===== config.mk =====
export PLATFORM = sky130hd
export DESIGN_NAME = motor_duty_slew_limiter
export DESIGN_NICKNAME = d
export VERILOG_FILES = /design/src/rtl/mdsl_pkg.sv /design/src/rtl/mdsl_mul.sv /design/src/rtl/mdsl_div.sv /design/src/rtl/mdsl_sqrt.sv /design/src/rtl/motor_duty_slew_limiter.sv
export SDC_FILE = /design/constraint.sdc
export NUM_CORES = 2
export LEC_CHECK = 0
export BUFFER_PORTS_ARGS = -buffer_cell sky130_fd_sc_hd__buf_2
export CAP_MARGIN = 30
export CELL_PAD_IN_SITES_DETAIL_PLACEMENT = 1
export CELL_PAD_IN_SITES_GLOBAL_PLACEMENT = 2
export CORE_ASPECT_RATIO = 1.4
export CORE_UTILIZATION = 40
export DETAILED_ROUTE_END_ITERATION = 16
export GPL_TIMING_DRIVEN = 0
export HOLD_SLACK_MARGIN = 0.15
export PLACE_DENSITY = 0.87
export SETUP_SLACK_MARGIN = 0.1
export SYNTH_ARGS = -nofsm -noshare
export SYNTH_HDL_FRONTEND = slang
export SYNTH_SLANG_ARGS = --single-unit

===== constraint.sdc =====
create_clock -name clk_i -period 11 [get_ports clk_i]
set_input_delay 1.65 -clock clk_i [delete_from_list [all_inputs] [get_ports clk_i]]
set_output_delay 1.65 -clock clk_i [all_outputs]
set_load 0.01 [all_outputs]

===== src/rtl/mdsl_pkg.sv =====
// ----------------------------------------------------------------------------
// mdsl_pkg
// Shared constants and register codes for the motor duty slew limiter.
// ----------------------------------------------------------------------------
package mdsl_pkg;

  localparam int DUTY_FRAC_BITS_DEF = 14;
  localparam int COEF_FRAC_BITS     = 12;
  localparam int SLEW_FRAC_BITS     = 30;

  localparam int COEF_W  = 24;
  localparam int SLEW_W  = 24;
  localparam int MIN_W   = 15;
  localparam int TIME_W  = 32;
  localparam int CMD_W   = 24;
  localparam int SPEED_W = 24;
  localparam int CFG_W   = 24;
  localparam int CFG_IDX_W = 3;

  // serial arithmetic unit widths
  localparam int MUL_W = 32;
  localparam int SQ_W  = 52;
  localparam int DEN_W = 25;

  // |a| below this value selects the linear solve (100*|a| < 2^COEF_FRAC_BITS)
  localparam int LIN_LIMIT = (2 ** COEF_FRAC_BITS + 99) / 100;

  localparam logic [COEF_W-1:0] COEF_A_RST = 24'd0;
  localparam logic [COEF_W-1:0] COEF_B_RST = 24'd4096;
  localparam logic [COEF_W-1:0] COEF_C_RST = 24'd0;
  localparam logic [SLEW_W-1:0] SLEW_RST   = 24'd1610;
  localparam logic [MIN_W-1:0]  MIN_RST    = 15'd0;

  localparam logic [SPEED_W-2:0] SPEED_MAX = '1;

  typedef enum logic [CFG_IDX_W-1:0] {
    CFG_COEF_A = 3'd0,
    CFG_COEF_B = 3'd1,
    CFG_COEF_C = 3'd2,
    CFG_SLEW   = 3'd3,
    CFG_MIN    = 3'd4
  } cfg_idx_e;

endpackage


===== src/rtl/mdsl_mul.sv =====
// ----------------------------------------------------------------------------
// mdsl_mul
// Bit-serial shift-add unsigned multiplier, one multiplier bit per cycle.
// ----------------------------------------------------------------------------
module mdsl_mul #(
  parameter int W = 32
) (
  input  logic           clk_i,
  input  logic           rst_ni,
  input  logic           start_i,
  input  logic [W-1:0]   a_i,
  input  logic [W-1:0]   b_i,
  output logic           done_o,
  output logic [2*W-1:0] prod_o
);
  localparam int CW = $clog2(W);

  logic [W-1:0]   a_q;
  logic [2*W:0]   p_q, p_d;
  logic [W:0]     sum;
  logic [CW-1:0]  cnt_q;
  logic           busy_q, done_q;

  always_comb begin
    sum = p_q[2*W:W] + (p_q[0] ? {1'b0, a_q} : '0);
    p_d = {1'b0, sum, p_q[W-1:1]};
  end

  always_ff @(posedge clk_i or negedge rst_ni) begin
    if (!rst_ni) begin
      busy_q <= 1'b0;
      done_q <= 1'b0;
      cnt_q  <= '0;
    end else begin
      done_q <= 1'b0;
      if (start_i) begin
        busy_q <= 1'b1;
        cnt_q  <= '0;
      end else if (busy_q) begin
        cnt_q <= cnt_q + 1'b1;
        if (cnt_q == CW'(W - 1)) begin
          busy_q <= 1'b0;
          done_q <= 1'b1;
        end
      end
    end
  end

  always_ff @(posedge clk_i) begin
    if (start_i) begin
      a_q <= a_i;
      p_q <= {{(W+1){1'b0}}, b_i};
    end else if (busy_q) begin
      p_q <= p_d;
    end
  end

  assign done_o = done_q;
  assign prod_o = p_q[2*W-1:0];

endmodule


===== src/rtl/mdsl_div.sv =====
// ----------------------------------------------------------------------------
// mdsl_div
// Restoring unsigned divider, one quotient bit per cycle.
// ----------------------------------------------------------------------------
module mdsl_div #(
  parameter int NW = 42,
  parameter int DW = 25
) (
  input  logic          clk_i,
  input  logic          rst_ni,
  input  logic          start_i,
  input  logic [NW-1:0] num_i,
  input  logic [DW-1:0] den_i,
  output logic          done_o,
  output logic [NW-1:0] quot_o
);
  localparam int CW = $clog2(NW);

  logic [NW-1:0] n_q;
  logic [DW-1:0] r_q, d_q, r_d;
  logic [DW:0]   sh, diff;
  logic          ge;
  logic [CW-1:0] cnt_q;
  logic          busy_q, done_q;

  always_comb begin
    sh   = {r_q, n_q[NW-1]};
    diff = sh - {1'b0, d_q};
    ge   = (sh >= {1'b0, d_q});
    r_d  = ge ? diff[DW-1:0] : sh[DW-1:0];
  end

  always_ff @(posedge clk_i or negedge rst_ni) begin
    if (!rst_ni) begin
      busy_q <= 1'b0;
      done_q <= 1'b0;
      cnt_q  <= '0;
    end else begin
      done_q <= 1'b0;
      if (start_i) begin
        busy_q <= 1'b1;
        cnt_q  <= '0;
      end else if (busy_q) begin
        cnt_q <= cnt_q + 1'b1;
        if (cnt_q == CW'(NW - 1)) begin
          busy_q <= 1'b0;
          done_q <= 1'b1;
        end
      end
    end
  end

  always_ff @(posedge clk_i) begin
    if (start_i) begin
      n_q <= num_i;
      d_q <= den_i;
      r_q <= '0;
    end else if (busy_q) begin
      n_q <= {n_q[NW-2:0], ge};
      r_q <= r_d;
    end
  end

  assign done_o = done_q;
  assign quot_o = n_q;

endmodule


===== src/rtl/mdsl_sqrt.sv =====
// ----------------------------------------------------------------------------
// mdsl_sqrt
// Digit-by-digit integer square root, one root bit per cycle.
// ----------------------------------------------------------------------------
module mdsl_sqrt #(
  parameter int W = 52
) (
  input  logic           clk_i,
  input  logic           rst_ni,
  input  logic           start_i,
  input  logic [W-1:0]   rad_i,
  output logic           done_o,
  output logic [W/2-1:0] root_o
);
  localparam int RW = W / 2;
  localparam int CW = $clog2(RW);

  logic [W-1:0]  x_q;
  logic [RW:0]   rem_q, rem_d;
  logic [RW-1:0] root_q;
  logic [RW+2:0] sh, trial, diff;
  logic          ge;
  logic [CW-1:0] cnt_q;
  logic          busy_q, done_q;

  always_comb begin
    sh    = {rem_q, x_q[W-1:W-2]};
    trial = {1'b0, root_q, 2'b01};
    diff  = sh - trial;
    ge    = (sh >= trial);
    rem_d = ge ? diff[RW:0] : sh[RW:0];
  end

  always_ff @(posedge clk_i or negedge rst_ni) begin
    if (!rst_ni) begin
      busy_q <= 1'b0;
      done_q <= 1'b0;
      cnt_q  <= '0;
    end else begin
      done_q <= 1'b0;
      if (start_i) begin
        busy_q <= 1'b1;
        cnt_q  <= '0;
      end else if (busy_q) begin
        cnt_q <= cnt_q + 1'b1;
        if (cnt_q == CW'(RW - 1)) begin
          busy_q <= 1'b0;
          done_q <= 1'b1;
        end
      end
    end
  end

  always_ff @(posedge clk_i) begin
    if (start_i) begin
      x_q    <= rad_i;
      rem_q  <= '0;
      root_q <= '0;
    end else if (busy_q) begin
      x_q    <= {x_q[W-3:0], 2'b00};
      rem_q  <= rem_d;
      root_q <= {root_q[RW-2:0], ge};
    end
  end

  assign done_o = done_q;
  assign root_o = root_q;

endmodule


===== src/rtl/motor_duty_slew_limiter.sv =====
// ----------------------------------------------------------------------------
// motor_duty_slew_limiter
// Speed/duty command to slew-limited PWM duty, with speed estimate.
// ----------------------------------------------------------------------------
// One command is processed at a time; in_stall_o stays high from the accepting
// edge until the result is loaded into the output register, and the sequencer
// is then back in idle to take the next command. Each command makes three
// serial multiplier passes, five on the quadratic curve; a speed command off
// the zero-divisor path also runs the divider, and one on the quadratic curve
// runs the square root before it.
// A new command is taken while the previous result still waits on the output;
// a finished result then holds the sequencer, and so the input, until the
// output register frees up.
// ----------------------------------------------------------------------------
module motor_duty_slew_limiter #(
  parameter int DUTY_FRAC_BITS = mdsl_pkg::DUTY_FRAC_BITS_DEF
) (
  input  logic                              clk_i,
  input  logic                              rst_ni,
  input  logic                              cfg_we_i,
  input  logic [mdsl_pkg::CFG_IDX_W-1:0]    cfg_idx_i,
  input  logic [mdsl_pkg::CFG_W-1:0]        cfg_wdata_i,
  input  logic                              in_valid_i,
  output logic                              in_stall_o,
  input  logic                              mode_i,
  input  logic signed [mdsl_pkg::CMD_W-1:0] command_value_i,
  input  logic [mdsl_pkg::TIME_W-1:0]       time_us_i,
  output logic                              out_valid_o,
  input  logic                              out_stall_i,
  output logic [DUTY_FRAC_BITS:0]           pwm_level_o,
  output logic                              reverse_line_o,
  output logic signed [1:0]                 direction_o,
  output logic signed [DUTY_FRAC_BITS+1:0]  applied_duty_o,
  output logic                              rate_limited_o,
  output logic                              root_clamped_o,
  output logic                              divide_fault_o,
  output logic signed [mdsl_pkg::SPEED_W-1:0] estimated_speed_o
);
  import mdsl_pkg::*;

  localparam int DW    = DUTY_FRAC_BITS + 2;
  localparam int LW    = DW + 2;
  localparam int ONE   = 1 << DUTY_FRAC_BITS;
  localparam int DMAX  = 2 * ONE + 1;
  localparam int SHIFT = SLEW_FRAC_BITS - DUTY_FRAC_BITS;
  localparam int NUM_W = 28 + DUTY_FRAC_BITS;
  localparam int RW    = SQ_W / 2;

  typedef enum logic [9:0] {
    ST_IDLE  = 10'b0000000001,
    ST_SLEW  = 10'b0000000010,
    ST_BB    = 10'b0000000100,
    ST_AC    = 10'b0000001000,
    ST_ROOT  = 10'b0000010000,
    ST_DIV   = 10'b0000100000,
    ST_LIMIT = 10'b0001000000,
    ST_EA    = 10'b0010000000,
    ST_ET    = 10'b0100000000,
    ST_FIN   = 10'b1000000000
  } mdsl_state_e;

  mdsl_state_e state_q, state_d;

  // configuration
  logic [COEF_W-1:0] a_q, b_q, c_q;
  logic [SLEW_W-1:0] slew_q;
  logic [MIN_W-1:0]  min_q;

  // state carried between commands
  logic signed [DW-1:0] prev_duty_q;
  logic [TIME_W-1:0]    prev_time_q;
  logic signed [1:0]    dir_q;

  // per-command working registers
  logic                 mode_q;
  logic [CMD_W-1:0]     cmd_q;
  logic [TIME_W-1:0]    time_q;
  logic [DW-1:0]        delta_q;
  logic signed [DW-1:0] duty_q;
  logic [47:0]          bb_q;
  logic                 qneg_q, clamp_q, fault_q, rate_q;
  logic [DW-1:0]        m_q;
  logic [25:0]          t_q;
  logic signed [SPEED_W-1:0] e_q;

  // output registers
  logic                        out_valid_q;
  logic [DUTY_FRAC_BITS:0]     pwm_q;
  logic                        rev_q;
  logic signed [1:0]           odir_q;
  logic signed [DW-1:0]        oduty_q;
  logic                        orate_q, oclamp_q, ofault_q;
  logic signed [SPEED_W-1:0]   est_q;

  // arithmetic units
  logic               mul_start, div_start, sq_start;
  logic [MUL_W-1:0]   mul_a, mul_b;
  logic [2*MUL_W-1:0] mul_prod;
  logic               mul_done, div_done, sq_done;
  logic [NUM_W-1:0]   div_num, div_quot;
  logic [DEN_W-1:0]   div_den;
  logic [SQ_W-1:0]    sq_rad;
  logic [RW-1:0]      sq_root;

  mdsl_mul #(.W(MUL_W)) u_mul (
    .clk_i, .rst_ni, .start_i(mul_start), .a_i(mul_a), .b_i(mul_b),
    .done_o(mul_done), .prod_o(mul_prod)
  );

  mdsl_div #(.NW(NUM_W), .DW(DEN_W)) u_div (
    .clk_i, .rst_ni, .start_i(div_start), .num_i(div_num), .den_i(div_den),
    .done_o(div_done), .quot_o(div_quot)
  );

  mdsl_sqrt #(.W(SQ_W)) u_sqrt (
    .clk_i, .rst_ni, .start_i(sq_start), .rad_i(sq_rad),
    .done_o(sq_done), .root_o(sq_root)
  );

  // operand preparation
  logic [COEF_W-1:0]    s_mag, a_mag, b_mag;
  logic signed [25:0]   sc;
  logic [24:0]          sc_mag;
  logic                 lin;
  logic [63:0]          step;
  logic [DW-1:0]        delta_d;
  logic signed [31:0]   cmd32;
  logic signed [DW-1:0] direct_duty;
  logic signed [SQ_W-1:0] disc;
  logic                 ac_neg;
  logic signed [27:0]   rb;
  logic [26:0]          rb_mag;
  logic [31:0]          lo32;
  logic [DW-1:0]        lo, dmag;
  logic signed [DW-1:0] solved_duty;

  always_comb begin
    s_mag  = cmd_q[CMD_W-1] ? -cmd_q : cmd_q;
    a_mag  = a_q[COEF_W-1] ? -a_q : a_q;
    b_mag  = b_q[COEF_W-1] ? -b_q : b_q;
    sc     = $signed({2'b00, s_mag}) - $signed({{2{c_q[COEF_W-1]}}, c_q});
    sc_mag = sc[25] ? 25'(-sc) : sc[24:0];
    lin    = (a_mag < COEF_W'(LIN_LIMIT));

    step    = mul_prod >> SHIFT;
    delta_d = (step > 64'(DMAX)) ? DW'(DMAX) : step[DW-1:0];

    cmd32 = 32'($signed(cmd_q));
    if (cmd32 > 32'sd0 + ONE) begin
      direct_duty = DW'(ONE);
    end else if (cmd32 < -ONE) begin
      direct_duty = -DW'(ONE);
    end else begin
      direct_duty = cmd32[DW-1:0];
    end

    ac_neg = a_q[COEF_W-1] ^ ~sc[25];
    if (ac_neg) begin
      disc = $signed(SQ_W'(bb_q)) + $signed(SQ_W'({mul_prod[47:0], 2'b00}));
    end else begin
      disc = $signed(SQ_W'(bb_q)) - $signed(SQ_W'({mul_prod[47:0], 2'b00}));
    end

    rb     = $signed({2'b00, sq_root}) - $signed({{4{b_q[COEF_W-1]}}, b_q});
    rb_mag = rb[27] ? 27'(-rb) : rb[26:0];

    lo32 = (32'(min_q) > 32'(ONE)) ? 32'(ONE) : 32'(min_q);
    lo   = lo32[DW-1:0];
    if (qneg_q) begin
      dmag = lo;
    end else if (div_quot > NUM_W'(ONE)) begin
      dmag = DW'(ONE);
    end else if (div_quot[DW-1:0] < lo) begin
      dmag = lo;
    end else begin
      dmag = div_quot[DW-1:0];
    end
    solved_duty = cmd_q[CMD_W-1] ? -$signed(dmag) : $signed(dmag);
  end

  // slew limit and direction
  logic signed [LW-1:0] prev_x, duty_x, up, dn, l1, l2;
  logic                 f1, f2;
  logic signed [1:0]    new_dir;
  logic signed [DW-1:0] fin_duty;
  logic [DW-1:0]        m_d;

  always_comb begin
    prev_x = {{2{prev_duty_q[DW-1]}}, prev_duty_q};
    duty_x = {{2{duty_q[DW-1]}}, duty_q};
    up     = prev_x + $signed({2'b00, delta_q});
    dn     = prev_x - $signed({2'b00, delta_q});
    f1     = (duty_x > up);
    l1     = f1 ? up : duty_x;
    f2     = (l1 < dn);
    l2     = f2 ? dn : l1;
    if (l2 == '0) begin
      new_dir = 2'sb00;
    end else if (l2[LW-1]) begin
      new_dir = 2'sb11;
    end else begin
      new_dir = 2'sb01;
    end
    if (new_dir != dir_q) begin
      if (new_dir == 2'sb01) begin
        fin_duty = DW'(ONE);
      end else if (new_dir == 2'sb11) begin
        fin_duty = -DW'(ONE);
      end else begin
        fin_duty = '0;
      end
    end else begin
      fin_duty = l2[DW-1:0];
    end
    m_d = fin_duty[DW-1] ? DW'(-fin_duty) : DW'(fin_duty);
  end

  // speed estimate, Horner form with floor division by ONE
  logic [63:0]        ceil_p, floor_p;
  logic signed [63:0] fl_a, fl_t, t64, e64;
  logic [SPEED_W-2:0] e_sat;
  logic signed [SPEED_W-1:0] est_d;

  always_comb begin
    ceil_p  = (mul_prod + 64'(ONE - 1)) >> DUTY_FRAC_BITS;
    floor_p = mul_prod >> DUTY_FRAC_BITS;
    fl_a    = a_q[COEF_W-1] ? -$signed(ceil_p) : $signed(floor_p);
    fl_t    = t_q[25] ? -$signed(ceil_p) : $signed(floor_p);
    t64     = fl_a + 64'($signed(b_q));
    e64     = fl_t + 64'($signed(c_q));
    if (e64 < 0) begin
      e_sat = '0;
    end else if (e64 > 64'(SPEED_MAX)) begin
      e_sat = SPEED_MAX;
    end else begin
      e_sat = e64[SPEED_W-2:0];
    end
    if (dir_q == 2'sb01) begin
      est_d = $signed({1'b0, e_sat});
    end else if (dir_q == 2'sb11) begin
      est_d = -$signed({1'b0, e_sat});
    end else begin
      est_d = '0;
    end
  end

  // sequencer
  always_comb begin
    state_d   = state_q;
    mul_start = 1'b0;
    div_start = 1'b0;
    sq_start  = 1'b0;
    mul_a     = 32'(a_mag);
    mul_b     = 32'(sc_mag);
    div_num   = NUM_W'(sc_mag) << DUTY_FRAC_BITS;
    div_den   = DEN_W'(b_mag);
    sq_rad    = disc[SQ_W-1] ? '0 : disc;
    case (state_q)
      ST_IDLE: begin
        if (in_valid_i) begin
          mul_start = 1'b1;
          mul_a     = time_us_i - prev_time_q;
          mul_b     = 32'(slew_q);
          state_d   = ST_SLEW;
        end
      end
      ST_SLEW: begin
        if (mul_done) begin
          if (mode_q || (lin && b_q == '0)) begin
            state_d = ST_LIMIT;
          end else if (lin) begin
            div_start = 1'b1;
            state_d   = ST_DIV;
          end else begin
            mul_start = 1'b1;
            mul_a     = 32'(b_mag);
            mul_b     = 32'(b_mag);
            state_d   = ST_BB;
          end
        end
      end
      ST_BB: begin
        if (mul_done) begin
          mul_start = 1'b1;
          state_d   = ST_AC;
        end
      end
      ST_AC: begin
        if (mul_done) begin
          sq_start = 1'b1;
          state_d  = ST_ROOT;
        end
      end
      ST_ROOT: begin
        if (sq_done) begin
          div_start = 1'b1;
          div_num   = NUM_W'(rb_mag) << DUTY_FRAC_BITS;
          div_den   = {a_mag, 1'b0};
          state_d   = ST_DIV;
        end
      end
      ST_DIV: begin
        if (div_done) begin
          state_d = ST_LIMIT;
        end
      end
      ST_LIMIT: begin
        mul_start = 1'b1;
        mul_b     = 32'(m_d);
        state_d   = ST_EA;
      end
      ST_EA: begin
        if (mul_done) begin
          mul_start = 1'b1;
          mul_a     = 32'(t64[25] ? 26'(-t64) : t64[25:0]);
          mul_b     = 32'(m_q);
          state_d   = ST_ET;
        end
      end
      ST_ET: begin
        if (mul_done) begin
          state_d = ST_FIN;
        end
      end
      ST_FIN: begin
        if (!out_valid_q || !out_stall_i) begin
          state_d = ST_IDLE;
        end
      end
      default: state_d = ST_IDLE;
    endcase
  end

  always_ff @(posedge clk_i or negedge rst_ni) begin
    if (!rst_ni) begin
      state_q     <= ST_IDLE;
      a_q         <= COEF_A_RST;
      b_q         <= COEF_B_RST;
      c_q         <= COEF_C_RST;
      slew_q      <= SLEW_RST;
      min_q       <= MIN_RST;
      prev_duty_q <= '0;
      prev_time_q <= '0;
      dir_q       <= '0;
      out_valid_q <= 1'b0;
    end else begin
      state_q <= state_d;
      if (cfg_we_i) begin
        case (cfg_idx_i)
          CFG_COEF_A: a_q    <= cfg_wdata_i;
          CFG_COEF_B: b_q    <= cfg_wdata_i;
          CFG_COEF_C: c_q    <= cfg_wdata_i;
          CFG_SLEW:   slew_q <= cfg_wdata_i[SLEW_W-1:0];
          CFG_MIN:    min_q  <= cfg_wdata_i[MIN_W-1:0];
          default: ;
        endcase
      end
      if (state_q == ST_LIMIT) begin
        prev_duty_q <= fin_duty;
        prev_time_q <= time_q;
        dir_q       <= new_dir;
      end
      if (state_q == ST_FIN && (!out_valid_q || !out_stall_i)) begin
        out_valid_q <= 1'b1;
      end else if (!out_stall_i) begin
        out_valid_q <= 1'b0;
      end
    end
  end

  always_ff @(posedge clk_i) begin
    case (state_q)
      ST_IDLE: begin
        mode_q  <= mode_i;
        cmd_q   <= command_value_i;
        time_q  <= time_us_i;
        clamp_q <= 1'b0;
        fault_q <= 1'b0;
      end
      ST_SLEW: begin
        if (mul_done) begin
          delta_q <= delta_d;
          qneg_q  <= sc[25] ^ b_q[COEF_W-1];
          if (mode_q) begin
            duty_q <= direct_duty;
          end else if (lin && b_q == '0) begin
            fault_q <= 1'b1;
            duty_q  <= cmd_q[CMD_W-1] ? -DW'(ONE) : DW'(ONE);
          end
        end
      end
      ST_BB: begin
        if (mul_done) begin
          bb_q <= mul_prod[47:0];
        end
      end
      ST_AC: begin
        if (mul_done) begin
          clamp_q <= disc[SQ_W-1];
        end
      end
      ST_ROOT: begin
        if (sq_done) begin
          qneg_q <= rb[27] ^ a_q[COEF_W-1];
        end
      end
      ST_DIV: begin
        if (div_done) begin
          duty_q <= solved_duty;
        end
      end
      ST_LIMIT: begin
        duty_q <= fin_duty;
        rate_q <= f1 | f2;
        m_q    <= m_d;
      end
      ST_EA: begin
        if (mul_done) begin
          t_q <= t64[25:0];
        end
      end
      ST_ET: begin
        if (mul_done) begin
          e_q <= est_d;
        end
      end
      ST_FIN: begin
        if (!out_valid_q || !out_stall_i) begin
          pwm_q    <= duty_q[DW-1] ? duty_q[DW-2:0] + (DW-1)'(ONE) : duty_q[DW-2:0];
          rev_q    <= duty_q[DW-1];
          odir_q   <= dir_q;
          oduty_q  <= duty_q;
          orate_q  <= rate_q;
          oclamp_q <= clamp_q;
          ofault_q <= fault_q;
          est_q    <= e_q;
        end
      end
      default: ;
    endcase
  end

  assign in_stall_o        = (state_q != ST_IDLE);
  assign out_valid_o       = out_valid_q;
  assign pwm_level_o       = pwm_q;
  assign reverse_line_o    = rev_q;
  assign direction_o       = odir_q;
  assign applied_duty_o    = oduty_q;
  assign rate_limited_o    = orate_q;
  assign root_clamped_o    = oclamp_q;
  assign divide_fault_o    = ofault_q;
  assign estimated_speed_o = est_q;

  a_dir_matches_duty: assert property (@(posedge clk_i) disable iff (!rst_ni)
    (dir_q == 2'sb00) == (prev_duty_q == '0))
    else $error("direction state disagrees with stored duty");

  a_duty_in_range: assert property (@(posedge clk_i) disable iff (!rst_ni)
    (prev_duty_q <= $signed(DW'(ONE))) && (prev_duty_q >= -$signed(DW'(ONE))))
    else $error("stored duty out of range");

  a_flags_exclusive: assert property (@(posedge clk_i) disable iff (!rst_ni)
    out_valid_o |-> !(root_clamped_o && divide_fault_o))
    else $error("root clamp and divide fault both set");

  a_reverse_dir: assert property (@(posedge clk_i) disable iff (!rst_ni)
    out_valid_o |-> (reverse_line_o == (direction_o == 2'sb11)))
    else $error("reverse line disagrees with direction");

endmodule

Yosys cells after proc, flatten, opt, wreduce, memory -nomap -nowiden
Cells that the tools add are included.
Storage, ports and cells
  register bits after elaboration: 755
  bits of input ports: 89
  output and inout bits: 63
  word-level logic and storage cells: 287
Operators by class
  add/sub/neg operators: 27
  order comparisons: 13
  equal/unequal tests: 36
  multiplexer cells: 120
  bitwise operators: 6
  reductions and logical operators: 34
Operators by type and width (count)
  $mux 16: 15
  $mux 24: 8
  $mux 25: 7
  $mux 52: 3
  $mux 32: 4
  $pmux 10 s10: 1
  $pmux 25 s4: 1
  $pmux 32 s3: 1
  $mux 23: 4
  $mux 10: 9
  $mux 42: 2
  $mux 41: 2
  $mux 26: 3
  $neg 24->24: 3
  $add 64x14->64 const B: 1
  $add 64x24->64: 1
  $gt 64x23->1 const B: 1
  $lt 64x1->1 const B: 1
  $mux 64: 1
  $neg 50->64: 1
  $mux 27: 2
  $add 48x50->51: 1
  $mux 51: 1
  $sub 48x50->51: 1
  76 further kinds: 162

Longest topological paths before layout
  word-level depth: 15
  mapped depth: 47
  gate-level depth less buffers: 43

Hierarchy
Synthesis repeated with hierarchy kept, for this count alone.
Unflattened totals
  cells, all modules: 6730
  area total of the unflattened synthesis: 58423.5 um^2
By module, submodules not included
  motor_duty_slew_limiter: times used 1, cells each 5142, area each 41108.2 um^2, seq. area each 11159.5 um^2
  mdsl_sqrt: times used 1, cells each 614, area each 6397.4 um^2, seq. area each 2797.7 um^2
  mdsl_mul: times used 1, cells each 485, area each 5482.8 um^2, seq. area each 2737.6 um^2
  mdsl_div: times used 1, cells each 489, area each 5435.2 um^2, seq. area each 2712.6 um^2

Least setup slack after synthesis
No wires, ideal clock.
  path kind: reg-to-reg
  start: reg u_mul.p_q[19]
  end: reg e_q[18], data pin
  library setup time: 264 ps
  arrival: 9568 ps
  data required time: 10736 ps
  path slack: 1169 ps
  cell stages (with the launch flop): 46
  path buffers: 5
  clock period less this slack: 9831 ps
  path through: edfxtp_1 > inv_1 > or4_4 > or4b_1 > buf_2 > nor3_2 > a21oi_1 > nor3_1 > o21ai_1 > or3b_2 > a21oi_2 > nand2_1 > or2_2 > nor2b_2 > buf_2 > nand2_1 > xor2_1 > a21oi_1 > (+10 left out) > nand4_1 > nor4_2 > nand4_2 > nor3_1 > buf_2 > buf_2 > nand2_1 > nand2_1 > ha_1 > inv_1 > or3_1 > or3_1 > nor2_1 > nand4_1 > nor3_1 > and2_1 > nor4b_1 > o41a_1
On the way
  word-level cells in the longest chain between the ends: 10
  elaborated cells on any way between the ends: 11
  classes of those cells: add/sub (4); order compare (2); mux (5)
Ends and longest elaborated chain
  from (decl): line mdsl_mul.sv:19  | logic [2*W:0] p_q, p_d;
  from (signal assigned): line mdsl_mul.sv:52  | p_q <= {{(W+1){1'b0}}, b_i};
  from (signal assigned): line mdsl_mul.sv:54  | p_q <= p_d;
  $add 64x14->64: line motor_duty_slew_limiter.sv:225  | ceil_p = (mul_prod + 64'(ONE - 1)) >> DUTY_FRAC_BITS;
  $neg 50->64: line motor_duty_slew_limiter.sv:228  | fl_t = t_q[25] ? -$signed(ceil_p) : $signed(floor_p);
  $mux 64 (*): line motor_duty_slew_limiter.sv:228
  $add 64x24->64 (*): line motor_duty_slew_limiter.sv:230  | e64 = fl_t + 64'($signed(c_q));
  $gt 64x23->1: line motor_duty_slew_limiter.sv:233  | end else if (e64 > 64'(SPEED_MAX)) begin
  $mux 23: line motor_duty_slew_limiter.sv:233
  $mux 23 (*): line motor_duty_slew_limiter.sv:231  | if (e64 < 0) begin
  $neg 23->24: line motor_duty_slew_limiter.sv:241  | est_d = -$signed({1'b0, e_sat});
  $mux 23: line motor_duty_slew_limiter.sv:240  | end else if (dir_q == 2'sb11) begin
  $mux 23 (*): line motor_duty_slew_limiter.sv:238  | if (dir_q == 2'sb01) begin
  net est_d[18]: line motor_duty_slew_limiter.sv:222  | logic signed [SPEED_W-1:0] est_d;
  to (signal assigned): line motor_duty_slew_limiter.sv:424  | e_q <= est_d;
  to (decl): line motor_duty_slew_limiter.sv:84  | logic signed [SPEED_W-1:0] e_q;
Mark *: on every way through the listed nets, which the timed path passes. The rest lies on a longest branch.
A chain may end at the register's enable or synchronous reset.

Worst setup path after layout
Same ends and word-level chain as after synthesis.

==> results.json <==
{
  "critical_path.endpoint": "e_q[18]$_DFFE_PP_",
  "drt-met1-wl_um": 94700,
  "first_iter_violations": 4036,
  "drc_errors": 0,
  "finish.instance_area_um2": 63800,
  "yosys_register_bits": 715,
  "cts_tree": "yes",
  "gp_congestion": 0.992,
  "detailroute.wirelength.met3_um": 13100,
  "timing.final.ws_setup_ns": 0.311,
  "global_route.usage.total_pct": 34.3,
  "asyncSetResetFlopFracSynth_pct": 27.1,
  "worst_setup_path_end_kind": "register",
  "grt.overflow.total": 0,
  "setup_repair_after_global_routing_missed_its_margin": "false",
  "holdCritPathClass": "reg2reg",
  "max_slew_headroom_at_the_worst_pin_pct": 26.8,
  "p_total_mw": 19.5,
  "power_per_cell_area_nw_per_um2": 306,
  "layout.cells.most_common": "sky130_fd_sc_hd__nand2_1",
  "worstReg2RegEnd": "e_q[18]$_DFFE_PP_",
  "area.growth.synth_to_final_pct": 12.4,
  "ioPinCount": 152,
  "timing.critical_path.max_delay_family": "simple AND/OR/NAND/NOR gates",
  "fmax_ghz": 0.0936,
  "post-route-period-util_pct": 97.2,
  "synth-edff-count": 411,
  "clockRootBuffer": "sky130_fd_sc_hd__clkbuf_16",
  "post_cts_hold_buffer_count": 0,
  "design.die.area_um2": 143000,
  "synth.yosys.seq_area_share_pct": 34.2,
  "synth.lib_cells_used.distinct": 116,
  "synthesis.area_um2": 56700,
  "place_worst_setup_slack_ns": -2.10,
  "start_kind": "register",
  "synth_area_per_cell_um2": 8.61,
  "synthFlopType": "sky130_fd_sc_hd__edfxtp_1",
  "firstDrtPassIters": 5,
  "clock_sink_count": 715,
  "crit_buf_inv": 4,
  "yosys_warnings": 0,
  "clkTransAtPathRegs_ns": 0.06,
  "max_stage_delay_ns": 0.59,
  "endpoints_failing_setup": 0,
  "status": "complete, no violations",
  "floorplan.die.width_um": 320,
  "max_cap_viol_count": 0,
  "syn_inst": 6584,
  "highest_fanout_seen_on_the_critical_path": 7,
  "antenna_found_initial": 22,
  "reg2reg_slack_ns": 0.31,
  "met2_wirelength_um": 121000,
  "vias_per_cell": 6.07,
  "synth_nets": 7129,
  "layout.cells.most_common_list": "sky130_fd_sc_hd__nand2_1 (627), sky130_fd_sc_hd__nor2_1 (598), sky130_fd_sc_hd__o21ai_0 (485)",
  "finClkSkew_ns": 0.0583,
  "placement_rows": 163,
  "top_layer": "met5",
  "dieHeight_um": 448,
  "ctsLongestPathBuffers": 3,
  "cp_data_required_time_ns": 11.47,
  "initial_utilization_pct": 40.2,
  "worst_ir_drop_vdd_mv": 0.213,
  "grt_pass1_vias": 54796,
  "dpl.hpwl_um": 201000,
  "clk-insertion-delay-late_ns": 0.75,
  "multiInputGateArea_um2": 34900,
  "worstSetupPathDepth": 41,
  "final_core_util_pct": 45.2,
  "route.vias.total": 53803,
  "drive_above_1_share_pct": 9.70,
  "final_hold_viol_count": 0,
  "timing.setup.critical_path_class": "reg2reg",
  "worst_slew_pin_slew_ns": 1.09,
  "final_net_count": 7431,
  "finalMaxSlewViolations": 0,
  "grt_pass1_wl_um": 363000,
  "critPathArrivalTime_ns": 11.16,
  "critical-path-slowest-cell": "sky130_fd_sc_hd__or4_4",
  "setup_tns_ns": 0,
  "routedWlPerCell_um": 28.2,
  "h-tree-depth": 3,
  "totalWireLength_um": 250000,
  "standard_cell_area_after_detailed_placement_um2": 60300,
  "fillCellCount": 16764,
  "maximum_number_of_pins_on_one_net_before_global_route_repair": 101,
  "drtAntennaViolNets": 0,
  "reg2reg_from": "u_mul.p_q[19]$_DFFE_PP_",
  "io_buffers": 151,
  "placeableCoreArea_um2": 141000,
  "reg2reg_depth": 41,
  "tritoncts.num_buffers": 79,
  "post-route-min-period_ns": 10.69,
  "leakagePower_nw": 26.1,
  "critPathLaunch": "u_mul.p_q[19]$_DFFE_PP_",
  "ff_latch_area_um2": 19400
}
## state kept, by name, indices dropped and copies added, names as in the netlist, 26 cells and up
name,flops
u_div.quot_o,42
u_sqrt.x_q,52
u_sqrt.rem_q,27
bb_q,48
u_sqrt.root_o,26
time_q,32
prev_time_q,32
u_mul.a_q,32
u_mul.p_q,64
## layer usage
| metal | GRT usage, % | up-vias |
|---|---|---|
| li1 | - | 24441 |
| met1 | 38.4 | 26980 |
| met2 | 59.4 | 1730 |
| met3 | 4.64 | 636 |
| met4 | 25.2 | 16 |
| met5 | 0 | - |
## worst min path at each step
stage	slack [ns]	cells after the start	from	endpoint
2_1_floorplan	0.40	0	fault_q$_DFFE_PP_	divide_fault_o$_DFFE_PP_
4_1_cts	0.42	0	fault_q$_DFFE_PP_	divide_fault_o$_DFFE_PP_
5_1_grt	0.43	0	e_q[19]$_DFFE_PP_	estimated_speed_o[19]$_DFFE_PP_
6_report	0.42	0	e_q[6]$_DFFE_PP_	estimated_speed_o[6]$_DFFE_PP_
3_3_place_gp	0.40	0	e_q[5]$_DFFE_PP_	estimated_speed_o[5]$_DFFE_PP_
3_5_place_dp	0.41	0	e_q[12]$_DFFE_PP_	estimated_speed_o[12]$_DFFE_PP_
## cell usage after synthesis, drive strengths merged, types with 25 or more instances
cell / instances / area (um2)
xor2: 146 / 1290
ha: 445 / 5570
buf: 44 / 258
o21a: 51 / 384
nor2b: 77 / 484
dfrtp: 187 / 4680
or2: 50 / 313
nor3: 166 / 880
mux2i: 130 / 1310
o21ai: 499 / 2520
o22ai: 27 / 169
or4: 27 / 210
a21o: 119 / 893
and3: 54 / 338
and2: 78 / 488
o31ai: 63 / 473
o311ai: 30 / 263
a21boi: 25 / 188
mux2: 84 / 950
a211oi: 87 / 668
nor2: 602 / 2270
inv: 425 / 1600
a221oi: 26 / 228
nand3: 125 / 631
o211ai: 32 / 240
o41ai: 27 / 236
clkbuf: 250 / 940
nand2: 632 / 2370
nor4: 61 / 430
nand4: 71 / 450
edfxtp: 411 / 12300
a31oi: 78 / 509
or3: 76 / 475
xnor2: 354 / 3110
o21bai: 52 / 390
a21oi: 468 / 2360
dfxtp: 110 / 2200
nand2b: 66 / 413
## where the power goes
group / leakage (nW) / total, mW / internal (mW) / switching [mW]
clock: 1.29 / 2.84 / 1.53 / 1.32
combinational: 17.7 / 12.7 / 4.13 / 8.54
sequential: 7.04 / 4.00 / 3.45 / 0.550
## final cells by class
type                    instances  area share (%)
flip-flops and latches        715            30.4
clock inverters                46           0.797
inverters                     429            2.54
clock buffers                 101            3.39
plain buffers                 289            1.91
diodes                         16          0.0628
multi-input cells            5146            54.8
well taps                    1897            3.72
repair buffers                226            2.34
## through the flow
stage / std cells / hold WS, ns
2_1_floorplan: 6584 / 0.400
3_3_place_gp: 8632 / 0.404
3_5_place_dp: 8662 / 0.408
4_1_cts: 8829 / 0.421
5_1_grt: 8855 / 0.430
6_report: 8865 / 0.420
## repair_timing
| item | in CTS | in global routing |
|---|---|---|
| gates resized for setup | 47 | 61 |
| pin swaps | 10 | 17 |
| buffers inserted | 22 | 20 |
| setup endpoints to repair | 19 | 22 |
## cells by family (layout without fill, tap and decap cells)
logic type	count (synthesis)	count (layout)	synth area share, %
xor gates and xnor gates	500	500	7.75
adders and majority gates	456	456	10.2
buffers and inverters	723	1091	4.95
and+or+nand+nor	2173	2173	18.5
AOI/OAI and AO/OA	1803	1803	20.4
muxes	214	214	3.98
DFF	715	715	34.2
other	0	16	0
No activity file was read; power rests on OpenSTA's default activity.
